===== config.mk =====
export PLATFORM = sky130hd
export DESIGN_NAME = bounded_ordered_list
export DESIGN_NICKNAME = d
export VERILOG_FILES = /design/src/design/bol_pkg.sv /design/src/design/bol_store.sv /design/src/design/bol_seq.sv /design/src/design/bounded_ordered_list.sv
export SDC_FILE = /design/constraint.sdc
export NUM_CORES = 2
export LEC_CHECK = 0
export ABC_AREA = 1
export BUFFER_PORTS_ARGS = -buffer_cell sky130_fd_sc_hd__buf_2
export CAP_MARGIN = 15
export CORE_UTILIZATION = 36
export CTS_CLUSTER_SIZE = 14
export DETAILED_ROUTE_END_ITERATION = 6
export HOLD_SLACK_MARGIN = 0.15
export PLACE_DENSITY = 0.51
export REMOVE_ABC_BUFFERS = 1
export SKIP_LAST_GASP = 1
export SYNTH_ARGS = -nofsm -noshare
export SYNTH_HDL_FRONTEND = slang
export SYNTH_SLANG_ARGS = --single-unit

===== constraint.sdc =====
create_clock -name clk -period 5.29 [get_ports clk]
set_input_delay 0 -clock clk [delete_from_list [all_inputs] [get_ports clk]]
set_output_delay 0 -clock clk [all_outputs]
set_load 0.02 [all_outputs]

===== src/design/bol_pkg.sv =====
// bol_pkg: shared types, codes and sizes for the bounded ordered list
// used by bol_store, bol_seq and bounded_ordered_list; no dependencies
`default_nettype none

package bol_pkg;

	localparam int DEPTH       = 16;
	localparam int MAX_RESULTS = 16;
	localparam int IDX_W       = (DEPTH > 1) ? $clog2(DEPTH) : 1;
	localparam int CNT_W       = $clog2(DEPTH + 1);
	localparam int CMP_W       = ((CNT_W > 5) ? CNT_W : 5) + 2;

	// operation codes
	localparam logic [2:0] FN_CLEAR     = 3'd0;
	localparam logic [2:0] FN_INS_FRONT = 3'd1;
	localparam logic [2:0] FN_INS_AT    = 3'd2;
	localparam logic [2:0] FN_INS_END   = 3'd3;
	localparam logic [2:0] FN_REMOVE    = 3'd4;
	localparam logic [2:0] FN_SEARCH    = 3'd5;
	localparam logic [2:0] FN_DUMP      = 3'd6;

	// status codes
	localparam logic [2:0] ST_OK       = 3'd0;
	localparam logic [2:0] ST_FULL     = 3'd1;
	localparam logic [2:0] ST_BADPOS   = 3'd2;
	localparam logic [2:0] ST_NOTFOUND = 3'd3;
	localparam logic [2:0] ST_EMPTY    = 3'd4;

	typedef struct packed {
		logic [2:0]         func;
		logic [4:0]         position;
		logic signed [31:0] code;
		logic [31:0]        height_bits;
	} req_t;

	typedef struct packed {
		logic [2:0]         status;
		logic [4:0]         found_position;
		logic signed [31:0] out_code;
		logic [31:0]        out_height_bits;
		logic [4:0]         entry_total;
		logic               last;
	} res_t;

	typedef struct packed {
		logic signed [31:0] code;
		logic [31:0]        height;
	} entry_t;

	typedef struct packed {
		logic             rd_en;
		logic [IDX_W-1:0] rd_addr;
		logic             wr_en;
		logic [IDX_W-1:0] wr_addr;
		entry_t           wr_data;
	} mem_req_t;

endpackage

`default_nettype wire


===== src/design/bol_store.sv =====
// bol_store: record storage, one write and one registered read per cycle
// depends on bol_pkg
`default_nettype none

module bol_store (
	input  wire logic              clk,
	input  wire bol_pkg::mem_req_t mem,
	output bol_pkg::entry_t        rd_data
);
	import bol_pkg::*;

	entry_t slot_q [DEPTH];
	entry_t rd_data_q;

	always_ff @(posedge clk) begin
		if (mem.wr_en) begin
			slot_q[mem.wr_addr] <= mem.wr_data;
		end
		if (mem.rd_en) begin
			rd_data_q <= slot_q[mem.rd_addr];
		end
	end

	assign rd_data = rd_data_q;

endmodule

`default_nettype wire


===== src/design/bol_seq.sv =====
// bol_seq: operation sequencer, walks the store one entry per step
// depends on bol_pkg; drives bol_store through a mem_req_t
`default_nettype none

module bol_seq (
	input  wire logic            clk,
	input  wire logic            arst_n,
	input  wire logic            req_valid,
	input  wire bol_pkg::req_t   req,
	output logic                 busy,
	output bol_pkg::mem_req_t    mem,
	input  wire bol_pkg::entry_t rd_data,
	input  wire logic            res_ready,
	output logic                 res_push,
	output bol_pkg::res_t        res_data
);
	import bol_pkg::*;

	typedef enum logic [3:0] {
		S_IDLE,
		S_SHIFT_RD,
		S_SHIFT_WR,
		S_PLACE,
		S_SRCH_RD,
		S_SRCH_CMP,
		S_DUMP_RD,
		S_DUMP_EMIT,
		S_RESP
	} state_t;

	state_t             state_q;
	logic [CNT_W-1:0]   fill_q;
	logic [2:0]         func_q;
	logic signed [31:0] code_q;
	logic [31:0]        height_q;
	logic [IDX_W-1:0]   idx_q;
	logic [IDX_W-1:0]   tgt_q;
	logic [IDX_W-1:0]   end_q;
	logic [2:0]         status_q;
	logic [4:0]         fpos_q;

	logic [CMP_W-1:0] pos_x;
	logic [CMP_W-1:0] fill_x;
	logic [CMP_W-1:0] dump_n;
	logic [CNT_W-1:0] idx_inc;
	logic [IDX_W-1:0] ins_tgt;
	logic             full;
	logic             is_remove;
	logic             res_valid;

	assign pos_x     = CMP_W'(req.position);
	assign fill_x    = CMP_W'(fill_q);
	assign dump_n    = (fill_x > CMP_W'(MAX_RESULTS)) ? CMP_W'(MAX_RESULTS) : fill_x;
	assign idx_inc   = CNT_W'(idx_q) + CNT_W'(1);
	assign full      = (fill_q == CNT_W'(DEPTH));
	assign is_remove = (func_q == FN_REMOVE);
	assign busy      = (state_q != S_IDLE);

	always_comb begin
		case (req.func)
			FN_INS_FRONT: ins_tgt = '0;
			FN_INS_AT:    ins_tgt = IDX_W'(pos_x - CMP_W'(1));
			default:      ins_tgt = IDX_W'(fill_q);
		endcase
	end

	always_ff @(posedge clk or negedge arst_n) begin
		if (!arst_n) begin
			state_q <= S_IDLE;
			fill_q  <= '0;
		end else begin
			unique case (state_q)
				S_IDLE: begin
					if (req_valid) begin
						func_q   <= req.func;
						code_q   <= req.code;
						height_q <= req.height_bits;
						status_q <= ST_OK;
						fpos_q   <= '0;
						state_q  <= S_RESP;
						unique case (req.func) inside
							FN_CLEAR: begin
								fill_q <= '0;
							end
							FN_INS_FRONT, FN_INS_AT, FN_INS_END: begin
								if (full) begin
									status_q <= ST_FULL;
								end else if (req.func == FN_INS_AT &&
										(pos_x == '0 || pos_x > fill_x + CMP_W'(1))) begin
									status_q <= ST_BADPOS;
								end else begin
									tgt_q <= ins_tgt;
									if (CMP_W'(ins_tgt) == fill_x) begin
										state_q <= S_PLACE;
									end else begin
										idx_q   <= IDX_W'(fill_q - CNT_W'(1));
										state_q <= S_SHIFT_RD;
									end
								end
							end
							FN_REMOVE: begin
								if (fill_q == '0) begin
									status_q <= ST_EMPTY;
								end else if (pos_x == '0 || pos_x > fill_x) begin
									status_q <= ST_BADPOS;
								end else if (pos_x == fill_x) begin
									// tail entry, nothing to move
									fill_q <= fill_q - CNT_W'(1);
								end else begin
									idx_q   <= IDX_W'(pos_x - CMP_W'(1));
									state_q <= S_SHIFT_RD;
								end
							end
							FN_SEARCH: begin
								status_q <= ST_NOTFOUND;
								if (fill_q != '0) begin
									idx_q   <= '0;
									end_q   <= IDX_W'(fill_q - CNT_W'(1));
									state_q <= S_SRCH_RD;
								end
							end
							FN_DUMP: begin
								if (fill_q == '0) begin
									status_q <= ST_EMPTY;
								end else begin
									idx_q   <= '0;
									end_q   <= IDX_W'(dump_n - CMP_W'(1));
									state_q <= S_DUMP_RD;
								end
							end
							default: begin
							end
						endcase
					end
				end
				S_SHIFT_RD: begin
					state_q <= S_SHIFT_WR;
				end
				S_SHIFT_WR: begin
					if (is_remove) begin
						if (CMP_W'(idx_q) + CMP_W'(2) == fill_x) begin
							fill_q  <= fill_q - CNT_W'(1);
							state_q <= S_RESP;
						end else begin
							idx_q   <= IDX_W'(idx_inc);
							state_q <= S_SHIFT_RD;
						end
					end else if (idx_q == tgt_q) begin
						state_q <= S_PLACE;
					end else begin
						idx_q   <= idx_q - IDX_W'(1);
						state_q <= S_SHIFT_RD;
					end
				end
				S_PLACE: begin
					fill_q  <= fill_q + CNT_W'(1);
					state_q <= S_RESP;
				end
				S_SRCH_RD: begin
					state_q <= S_SRCH_CMP;
				end
				S_SRCH_CMP: begin
					if (rd_data.code == code_q) begin
						status_q <= ST_OK;
						fpos_q   <= 5'(idx_inc);
						state_q  <= S_RESP;
					end else if (idx_q == end_q) begin
						state_q <= S_RESP;
					end else begin
						idx_q   <= IDX_W'(idx_inc);
						state_q <= S_SRCH_RD;
					end
				end
				S_DUMP_RD: begin
					state_q <= S_DUMP_EMIT;
				end
				S_DUMP_EMIT: begin
					if (res_ready) begin
						if (idx_q == end_q) begin
							state_q <= S_IDLE;
						end else begin
							idx_q   <= IDX_W'(idx_inc);
							state_q <= S_DUMP_RD;
						end
					end
				end
				S_RESP: begin
					if (res_ready) begin
						state_q <= S_IDLE;
					end
				end
				default: begin
					state_q <= S_IDLE;
				end
			endcase
		end
	end

	// store port
	always_comb begin
		mem.rd_en   = (state_q == S_SHIFT_RD) || (state_q == S_SRCH_RD) ||
			(state_q == S_DUMP_RD);
		mem.rd_addr = (state_q == S_SHIFT_RD && is_remove) ? IDX_W'(idx_inc) : idx_q;
		mem.wr_en   = (state_q == S_SHIFT_WR) || (state_q == S_PLACE);
		if (state_q == S_PLACE) begin
			mem.wr_addr      = tgt_q;
			mem.wr_data.code   = code_q;
			mem.wr_data.height = height_q;
		end else begin
			mem.wr_addr = is_remove ? idx_q : IDX_W'(idx_inc);
			mem.wr_data = rd_data;
		end
	end

	// result
	always_comb begin
		res_valid = (state_q == S_RESP) || (state_q == S_DUMP_EMIT);
		res_push  = res_valid && res_ready;
		res_data.entry_total = 5'(fill_q);
		if (state_q == S_DUMP_EMIT) begin
			res_data.status          = ST_OK;
			res_data.found_position  = '0;
			res_data.out_code        = rd_data.code;
			res_data.out_height_bits = rd_data.height;
			res_data.last            = (idx_q == end_q);
		end else begin
			res_data.status          = status_q;
			res_data.found_position  = fpos_q;
			res_data.out_code        = '0;
			res_data.out_height_bits = '0;
			res_data.last            = 1'b1;
		end
	end

endmodule

`default_nettype wire


===== src/design/bounded_ordered_list.sv =====
// bounded_ordered_list: top level, sequencer, record store and result register
// depends on bol_pkg, bol_store and bol_seq
`default_nettype none

// Ordered list of up to DEPTH records (signed code plus 32-bit height), kept
// packed in a store with one write port and one registered read port. A
// request is taken when req_valid is high and req_stall low; req_stall stays
// high while an operation runs and until its last result has been loaded
// into the result register. Every entry that moves or is looked at takes a
// state to read the store and then a state to write, compare or emit it.
// Clear, rejected requests and unused codes go straight to the result. A
// dump waits while res_stall holds the result register. There is no clearing
// pass: entries above the fill count are never read, so the store needs no
// reset.
module bounded_ordered_list (
	input  wire logic          clk,
	input  wire logic          arst_n,
	input  wire logic          req_valid,
	output logic               req_stall,
	input  wire bol_pkg::req_t req,
	output logic               res_valid,
	input  wire logic          res_stall,
	output bol_pkg::res_t      res
);
	import bol_pkg::*;

	mem_req_t mem;
	entry_t   rd_data;
	logic     busy;
	logic     res_ready;
	logic     res_push;
	res_t     res_data;
	logic     res_valid_q;
	res_t     res_q;

	// sequencer owns the list order and the fill count
	bol_seq u_seq (
		.clk       (clk),
		.arst_n    (arst_n),
		.req_valid (req_valid),
		.req       (req),
		.busy      (busy),
		.mem       (mem),
		.rd_data   (rd_data),
		.res_ready (res_ready),
		.res_push  (res_push),
		.res_data  (res_data)
	);

	// record slots
	bol_store u_store (
		.clk     (clk),
		.mem     (mem),
		.rd_data (rd_data)
	);

	// result register: frees the sequencer as soon as a result is parked
	assign res_ready = !res_valid_q || !res_stall;

	always_ff @(posedge clk or negedge arst_n) begin
		if (!arst_n) begin
			res_valid_q <= 1'b0;
		end else if (res_push) begin
			res_valid_q <= 1'b1;
			res_q       <= res_data;
		end else if (!res_stall) begin
			res_valid_q <= 1'b0;
		end
	end

	// no new request until the current one has handed off its last result
	assign req_stall = busy;
	assign res_valid = res_valid_q;
	assign res       = res_q;

endmodule

`default_nettype wire


==> impl_results.md <==
- Most common cell on crit path: nand2_1
- CTS Buf Count: between 100 and 150
- Most frequent cells in the layout: edfxtp_1, o21ai_0, nor2_1
- Crit path cell chain: ha_1 -> xnor2_1 -> inv_1 -> nand2_1 -> o211ai_1 -> o21ai_0 -> nand2_1 -> nor2_4 -> buf_12
- Detailed Route Iter0 Violations: between 2000 and 3000
- Hold/Removal Path Class: in -> reg
- Root buf cell: clkbuf_16
- Number of global-route vias before repair: ~30000
- GPL Wtd Cong: approximately 0.82
- I/O Buffers: about 160
- Core area: around 0.14 mm²
- Critical Path RT: approximately 5700 ps
- Initial antenna violation count: 1
- Mux share of post-synthesis cell area: less than 1%
- Via Count: approximately 32000
- Final Critical Period: about 3600 ps
- Grt total ovfl: 0
- Initial Util: between 30 and 40%
- Die area: 0.141 mm²
- Slew Limit Fails: 0
- Routed WL: ~140000 µm
- Synth Area in Compound Gates: roughly an eighth
- Syn Area/Cell: about 13 µm²
- Clk pin slew, worst setup/hold paths: about 50 ps
- Top FF cell, synth: edfxtp_1
- Final setup viols: 0
- Max cap viols: 0
- Worst skew pair latency: 780 ps
- Crit path kind: reg -> reg
- DP Worst Slack: about 1700 ps
- Seq/Total Area, Yosys: about three quarters
- Final worst slack: roughly 1700 ps
- Tcrit/Tclk final: between 60% and 70%
- Unrepaired setup endpoints after global routing: false
- Peak supply drop: ~310 µV
- Sink Count: ~1300
- Critical-path top delay cell: nor2_4
- Simple-Gate Fraction of Synth Area: 7.94%
- GRT Util Overall: approximately 20%
- Ys Warns: 0
- Post-DR vias/cell: roughly 5.2
- Largest family of logic cells by synthesized area: compound AO/OA/AOI/OAI gates
- CP max FO: 40
- Final core utilization: around 43%
- Slew margin rel.: between 20% and 30%
- Mapped Cells: ~3800
- Nets@finish: approximately 4200
- WP data arrival: between 4000 and 5000 ps
- Design Area, Final: between 0.05 and 0.06 mm²
- Leak: approximately 20 nW
- Chip width: ~380 µm
- First-pass GRT wire length: 204000 µm
- Post-synth ARST share: less than 1%
- TritonRoute pass-1 iters: 5
- Startpoint Class: flop
- FF+latch count, synth: approximately 1300
- Final hold violation count: 0
- Worst setup EP type: flop
- CTS tree: yes
- # IOs: 156
- Layout overhead on the synthesized area: 18.6%
- Actual slew at the worst max-slew pin: around 1100 ps
- Largest net degree at the start of global routing: 163
- Power per cell area: between 500 and 600 mW/mm²
- Htree depth: 4
- Fmax: about 280 MHz
- Wire per inst: around 23 µm
- Cell family with most CP delay: simple AND/OR/NAND/NOR gates
- Placed Instance Area: around 0.054 mm²
- Maximum buffer depth of the clock tree: 3
- Hpwl dp: about 70000 µm
- Status: finished clean
- CP bufs+invs: 2
- Drc violations: 0
- Layout cells sized above 1: around an eighth
- Post-Synth Adder-Cell Area: less than 1%
- Row count: approximately 140
- Synth Area in XOR/XNOR: 0.835%
- Mapped cell area: around 0.050 mm²
- Post-synth EDFFs: around 1300
- Setup_tns: 0 ps
- Die Span Y: 376 µm
- Number of distinct library cells after synthesis: 40
- Post-CTS sizing: 0
- Most common cell after layout, fill and taps aside: edfxtp_1
- Slowest stage delay, CP: around 670 ps
- ANT nets after route: 0
- Worst Clk Skew: around 34 ps
cells in the mapped netlist, drive strengths merged (37+ instances only):
library cell / number / area (µm²)
buf: 100 / 543
o221ai: 141 / 1230
o22ai: 63 / 394
o211ai: 121 / 908
o21ai: 665 / 3340
nand2: 262 / 1010
nor2: 606 / 2280
nand3: 115 / 581
xnor2: 37 / 324
clkbuf: 139 / 534
edfxtp: 1253 / 37600
inv: 191 / 717
worst reg2reg max path: cells and delay by family, from the launching register on:
family | cells | cell delay (ps)
xor gates and xnor gates | 1 | 420
buffers and inverters | 2 | 530
adders and majority gates | 1 | 330
AOI/OAI and AO/OA | 2 | 270
DFF | 1 | 590
and+or+nand+nor | 3 | 1060
cell type report:
class                   count  area (µm²)
well taps                1863        2330
inverters                 192         738
flip-flops and latches   1263       37900
diodes                      1        2.50
fillers                 12700       78400
multi-input cells        2085       10900
repair buffers            441        3530
clock buffers             182        3730
clock inverters            63         657
cell families (layout without fill, tap and decap cells):
family / after synthesis / after routing
fa+ha+maj: 20 / 20
compound gates: 1013 / 1013
simple gates: 1003 / 1003
other cells: 0 / 1
flops: 1263 / 1263
mux: 1 / 1
xor+xnor: 48 / 48
buf+inv: 431 / 878
final timing paths:
| kind | from | end | slack, ps | depth (start not counted) |
|---|---|---|---|---|
| setup / recovery | u_seq.idx_q[0] | u_store.slot_q[3][59] | 1700 | 9 |
| hold / removal | req[71] | u_seq.status_q[2] | 390 | 4 |
| setup reg to reg | u_seq.idx_q[0] | u_store.slot_q[3][59] | 1700 | 9 |
| hold reg to reg | u_seq.fill_q[4] | res[5] | 520 | 0 |
| max in group asynchronous | arst_n | res_valid | 4470 | 3 |
| min in group asynchronous | arst_n | u_seq.fill_q[0] | 440 | 3 |
stage by stage:
| step | instances | total power [mW] | hold WS [ps] |
|---|---|---|---|
| 2_1_floorplan | 3540 | 19.2 | -296 |
| 3_3_place_gp | 5693 | 22.7 | -77.2 |
| 3_5_place_dp | 5693 | 22.8 | -76.8 |
| 4_1_cts | 6087 | 32.3 | 353 |
| 5_1_grt | 6089 | 33.5 | 389 |
| 6_report | 6090 | 32.0 | 389 |
routing by layer:
layer	GRT usage (%)	vias to the layer above	wire length (µm)
met4	5.14	2	2430
met5	0	-	10
met2	31.0	997	64800
met3	2.80	172	7850
li1	-	14700	-
met1	28.0	16000	63900
registers in the layout, summed over array words and instances, names as in the netlist:
register         flops
res_valid            1
u_store.rd_data     64
res                 78
u_seq.fpos_q         5
u_seq.fill_q         5
u_seq.status_q       3
u_seq.height_q      32
u_seq.func_q         3
u_seq.state_q        4
u_seq.code_q        32
u_seq.tgt_q          4
u_seq.end_q          4
u_seq.idx_q          4
u_store.slot_q    1024
timing repair:
item,CTS,global route
hold buffers,149,0
buffers inserted,0,0
endpoints found under the hold margin,161,0
power by group:
group / total [mW] / leakage [nW] / internal, mW / switching [mW]
Clock: 9.37 / 2.13 / 5.36 / 4.01
Sequential: 13.8 / 11.5 / 13.4 / 0.381
Combinational: 8.82 / 6.48 / 2.44 / 6.38
Total: 32.0 / 20.1 / 21.2 / 10.8
Power figures use the tool's default switching activity.
